**src/hdl/dpt_pkg.sv**
```systemverilog
// Package for the demand-paged translator: sizes, request modes and status codes.
// Used by dpt_min_unit and demand_paged_translator_lru; depends on nothing.
package dpt_pkg;

    localparam int PROCESSES  = 4;
    localparam int PROC_W     = 2;
    localparam int PAGE_W     = 6;
    localparam int PAGE_BYTES = 4;
    localparam int OFF_W      = 2;
    localparam int FRAMES     = 32;
    localparam int FRAME_W    = 5;
    localparam int IDX_W      = PROC_W + PAGE_W;
    localparam int TOTAL_PAGES = PROCESSES * (1 << PAGE_W);
    localparam int AUX_W      = IDX_W + OFF_W;
    localparam int AUX_DEPTH  = 1 << AUX_W;
    localparam int PHYS_W     = FRAME_W + OFF_W;
    localparam int PHYS_DEPTH = FRAMES * PAGE_BYTES;
    localparam int STAMP_W    = 32;
    localparam int PROT_W     = 3;

    localparam logic [2:0] MODE_READ   = 3'd0;
    localparam logic [2:0] MODE_WRITE  = 3'd1;
    localparam logic [2:0] MODE_EXEC   = 3'd2;
    localparam logic [2:0] MODE_SWITCH = 3'd3;
    localparam logic [2:0] MODE_PROT   = 3'd4;
    localparam logic [2:0] MODE_AUX    = 3'd5;

    localparam logic [2:0] ST_OK      = 3'd0;
    localparam logic [2:0] ST_INVALID = 3'd4;

endpackage

```
**src/hdl/dpt_min_unit.sv**
```systemverilog
// Running minimum of page stamps over the frames for victim selection.
// Depends on dpt_pkg.
module dpt_min_unit (
    input  logic                              i_clk,
    input  logic                              i_sample,
    input  logic [dpt_pkg::FRAME_W-1:0]       i_frame,
    input  logic [dpt_pkg::IDX_W-1:0]         i_owner,
    input  logic [dpt_pkg::STAMP_W-1:0]       i_stamp,
    output logic [dpt_pkg::FRAME_W-1:0]       o_frame,
    output logic [dpt_pkg::IDX_W-1:0]         o_owner
);

    logic [dpt_pkg::STAMP_W-1:0] r_best;
    logic [dpt_pkg::FRAME_W-1:0] r_frame;
    logic [dpt_pkg::IDX_W-1:0]   r_owner;

    always_ff @(posedge i_clk) begin
        if (i_sample && ((i_stamp < r_best) || (i_frame == '0))) begin
            r_best  <= i_stamp;
            r_frame <= i_frame;
            r_owner <= i_owner;
        end
    end

    assign o_frame = r_frame;
    assign o_owner = r_owner;

endmodule

```
**config.mk**
```make
export PLATFORM = sky130hd
export DESIGN_NAME = dpt_min_unit
export DESIGN_NICKNAME = d
export VERILOG_FILES = /design/src/hdl/dpt_pkg.sv /design/src/hdl/dpt_min_unit.sv
export SDC_FILE = /design/constraint.sdc
export NUM_CORES = 1
export LEC_CHECK = 0
export BUFFER_PORTS_ARGS = -buffer_cell sky130_fd_sc_hd__buf_2
export CAP_MARGIN = 40
export CELL_PAD_IN_SITES_DETAIL_PLACEMENT = 0
export CELL_PAD_IN_SITES_GLOBAL_PLACEMENT = 1
export CORE_MARGIN = 2
export CORE_UTILIZATION = 37
export DETAILED_ROUTE_END_ITERATION = 16
export PLACE_DENSITY = 0.75
export SYNTH_ARGS = -nofsm -noshare
export SYNTH_HDL_FRONTEND = slang
export SYNTH_SLANG_ARGS = --single-unit
```
**constraint.sdc**
```tcl
create_clock -name i_clk -period 3.5 [get_ports i_clk]
set_input_delay 0.175 -clock i_clk [delete_from_list [all_inputs] [get_ports i_clk]]
set_output_delay 0.175 -clock i_clk [all_outputs]
set_load 0.05 [all_outputs]
```
* Word level (Yosys, flattened, before mapping)
Cells that the tools add are included.
Cells by class: reduce and logical (&&, ||, !) cells 3, $lt $le $gt $ge 1
Operators with widths (number):
- less-than comparator 32 bit | 1
- zero test 5 bit | 1
- logical AND 1 bit | 1
- logical OR 1 bit | 1
Storage, ports and cells: flip-flop bits (word level) 45, input port bits 47

* Logic depth before layout (Yosys ltp)
word-level depth 3, mapped depth 7, gate-level depth less buffers 7

* Worst setup path after synthesis
OpenSTA, ideal clock, no wires.
path type register -> register, start point register r_best[23] in the netlist's numbering, end point register r_frame, in the netlist o_frame[0] (enable), arrival time 3.444 ns, cell stages (with the launch flop) 8, setup time 0.463 ns, slack -0.407 ns, data required time 3.037 ns, cell sequence edfxtp_1 -> inv_1 -> ha_1 -> a21oi_1 -> o21ai_0 -> a221oi_1 -> o211ai_1 -> a21oi_1
On the way: word-level cells in the longest chain between the ends 3
RTL lines:
- start, declared | line dpt_min_unit.sv:13 | logic [dpt_pkg::STAMP_W-1:0] r_best;
- start signal, assigned | line dpt_min_unit.sv:19 | r_best <= i_stamp;
- less-than comparator 32 bit | line dpt_min_unit.sv:18 | if (i_sample && ((i_stamp < r_best) || (i_frame == '0))) begin
- logical OR 1 bit | line dpt_min_unit.sv:18
- logical AND 1 bit | line dpt_min_unit.sv:18
- end signal, assigned | line dpt_min_unit.sv:20 | r_frame <= i_frame;
- end, declared | line dpt_min_unit.sv:14 | logic [dpt_pkg::FRAME_W-1:0] r_frame;
Every way passes these cells. A chain may end at the register's enable or synchronous reset.

* Final worst setup path
start point register r_best[15] in the netlist's numbering, end point register r_best[29] in the netlist's numbering (enable)
On the way: word-level cells in the longest chain between the ends 3
RTL lines (line):
- less-than comparator 32 bit | dpt_min_unit.sv:18
- logical OR 1 bit | dpt_min_unit.sv:18
- logical AND 1 bit | dpt_min_unit.sv:18
Every way passes these cells.

==> qor.csv <==
stage,metric,value,unit
status,status,"complete, no violations",
clock_tree,post-cts sizing count,0,
global_route,overflow left after global routing,0,
synth,Netlist cell types,24,
timing,f_max,0.382,GHz
setup_path,Crit Path Max Fanout,22,
synth,Async SR Flop Fraction,0,%
timing,worst slew pin tran,355,ps
timing,max-slew violations,0,
drt,vias per cell,4.56,
synth,post-synthesis adder-cell area fraction,18.0,%
global_route,total track usage,12.2,%
cells_and_area,# diodes,0,
place,I/O Buffers,59,
timing,RSZ-0062 raised after global routing,no,
clock_tree,Post-CTS Setup Bufs,0,
synth,share of the yosys chip area belonging to registers,62.6,%
cells_and_area,Finished Layout Cells,301,
synth,synthesized area,0.00216,mm2
drt,DRT iter0 DRCs,31,
setup_path,WS Path Type,flop to flop,
power_and_ir_drop,maximum vdd drop,0.186,mV
power_and_ir_drop,clock network power share,26.9,%
cells_and_area,layout cells sized above 1,31.0,%
synth,"area leader, netlist",edfxtp_1,
drt,Routed WL,3540,um
drt,Pre-antenna DRT Iters,6,
setup_path,"Slowest-stage cell, CP",or4_1,
setup_path,CP Launch Type,flop,
power_and_ir_drop,internal power,858,uW
synth,"count leader, synth",edfxtp_1,
clock_tree,H-tree levels,2,
drt,DRC,0,
place,GPL Wtd Cong,0.707,
hold_path,Worst Hold Class,input pin to flop,
synth,Post-Syn Area per Cell,13.5,um2
timing,final setup vio count,0,
timing,period utilization,74.9,%
floorplan,Die Height,80.4,um
synth,Post-Synth XOR/XNOR Area,0,%
power_and_ir_drop,PwrDens,440,mW/mm2
synth,post-synthesis net count,238,
place,Post-DP HPWL,2850,um
timing,post-layout worst setup margin,880,ps
global_route,vias in the first global route,1385,
synth,"top cells by area, synth","edfxtp_1, ha_1, inv_1",
global_route,largest net degree at the start of global routing,23,
synth,Synth Warn #,0,
synth,main combinational cell family by area after synthesis,adder cells,
power_and_ir_drop,Tot Pwr,1170,uW
clock_tree,CTS Buf Count,5,
setup_path,CP cell instances,"inv_1, ha_1, nand4_2, or4_1, or4_1, a31oi_1, a21oi_4, buf_4",
floorplan,io pins,60,
synth,post-synthesis compound-gate area fraction,6.26,%
timing,final critical-path required period,2620,ps
clock_tree,CTS tree,yes,
cells_and_area,Final #Nets,306,
job,MaxCap Viol Count,0,
setup_path,crit end category,flop,
clock_tree,insertion delay to the later sink of the worst-skew pair,290,ps
clock_tree,clk sinks,45,
clock_tree,"Hold-fix buffers, CTS",0,
power_and_ir_drop,P_leak,0.00120,uW
synth,post-synth top area share,62.6,%
timing,Final Hold Fails,0,
setup_path,Critical Path AT,2640,ps
floorplan,Core Footprint,0.00557,mm2
global_route,first-pass GRT wire length,6020,um
setup_path,CP required,3520,ps
place,placed cells,293,
place,pre-CTS setup slack,868,ps
synth,Syn Inst Count,160,
synth,Post-synth EDFFs,45,
floorplan,Die ar.,0.00646,mm2
synth,most frequent cells after synthesis,"edfxtp_1, ha_1, inv_1",
power_and_ir_drop,Comb pwr share,17.2,%
floorplan,row cnt,27,
power_and_ir_drop,Seq pwr share,55.9,%
clock_tree,Root Buffer,clkbuf_8,
drt,post-route ant nets,0,
global_route,initial antenna violation count,0,
cells_and_area,Syn-to-layout area delta,23.2,%
clock_tree,CTS max path bufs,2,
synth,top_reg_cell synth,edfxtp_1,
synth,multiplexer area fraction after synthesis,0,%
drt,Vias,1372,
clock_tree,clk slew on worst S/H paths,90,ps
timing,worst clock skew,11.8,ps
floorplan,Die X,80.4,um
floorplan,initial core utilization,38.7,%
drt,DR WL/cell,11.7,um
timing,slew margin rel.,76.1,%
power_and_ir_drop,Net Sw Frac,26.6,%
synth,#FFs+latches synth,45,
setup_path,CP most frequent cell,or4_1,
power_and_ir_drop,Sw Pwr,311,uW
timing,sum of negative setup slack,0,ps
synth,Synth Area in Simple Gates,7.71,%
setup_path,Slowest Stage Delay on Critical Path,520,ps
cells_and_area,# fillers,510,
flip-flops by register name, indices dropped and copies added (netlist names):
name and count:
r_best 32, o_owner 8, o_frame 5
stage by stage:
step	util [%]	instance area, um2	hold WS, ps
5_1_grt	47.7	2660	34.8
6_report	47.7	2660	52.2
2_1_floorplan	-	2160	274
3_5_place_dp	46.1	2570	353
3_3_place_gp	46.1	2570	354
4_1_cts	47.7	2660	42.4
cell type report:
type	instances	area, um2	share of cell area, %
flip-flops and latches	45	1350	50.8
multi-input cells	84	701	26.4
repair buffers	61	310	11.7
inverters	31	116	4.38
well taps	72	90.1	3.39
clock buffers	5	68.8	2.59
clock inverters	3	20.0	0.753
worst paths after layout:
path	slack [ps]	from	cells after the start	endpoint
setup / recovery	880	r_best[15]	8	r_best[29]
hold / removal	50	i_owner[1]	1	o_owner[1]
setup reg to reg	880	r_best[15]	8	r_best[29]
hold reg to reg	1040	r_best[31]	5	r_best[28]
critical path: cells and delay by family, from the launching register on:
family                     cells  cell delay [ps]
AOI/OAI and AO/OA              2              380
adders and majority gates      1              310
buffers and inverters          2              290
DFF                            1              340
and+or+nand+nor                3             1020
layer usage:
metal / GRT usage [%] / wire length (um) / vias to the layer above / part of all wire (%)
li1: - / - / 724 / -
met1: 16.1 / 1680 / 601 / 48
met2: 18.6 / 1540 / 43 / 44
met3: 4.61 / 272 / 4 / 7.7
met4: 3.73 / 36 / 0 / 1.0
met5: 0 / 0 / - / 0
cells by family (layout without fill, tap and decap cells):
family | count (synthesis) | in the layout
AO/OA/AOI/OAI | 23 | 23
AND/OR/NAND/NOR | 30 | 30
adder cells (fa/ha/maj) | 31 | 31
flip-flops | 45 | 45
buffers and inverters | 31 | 100
cell usage in the layout, fill, tap and decap left out, types with 2 or more instances in the layout:
cell type	synthesis	layout
buf_2	0	59
edfxtp_1	45	45
inv_1	31	31
ha_1	31	31
a21oi_1	13	12
nand2_1	10	10
clkbuf_8	0	5
nand4_1	3	3
o21ai_0	3	3
nand3_1	3	3
nor2_1	3	3
nor4_1	2	2
nand2b_1	2	2
or4_1	2	2
buf_4	0	2
power by group through the flow:
stage          registers (uW)  logic (uW)  clock network [uW]
2_1_floorplan             707        90.9                   0
3_3_place_gp              664         203                   0
3_5_place_dp              666         204                   0
4_1_cts                   653         205                 328
5_1_grt                   657         230                 356
6_report                  653         201                 314
(Power assumes the default switching activity.)
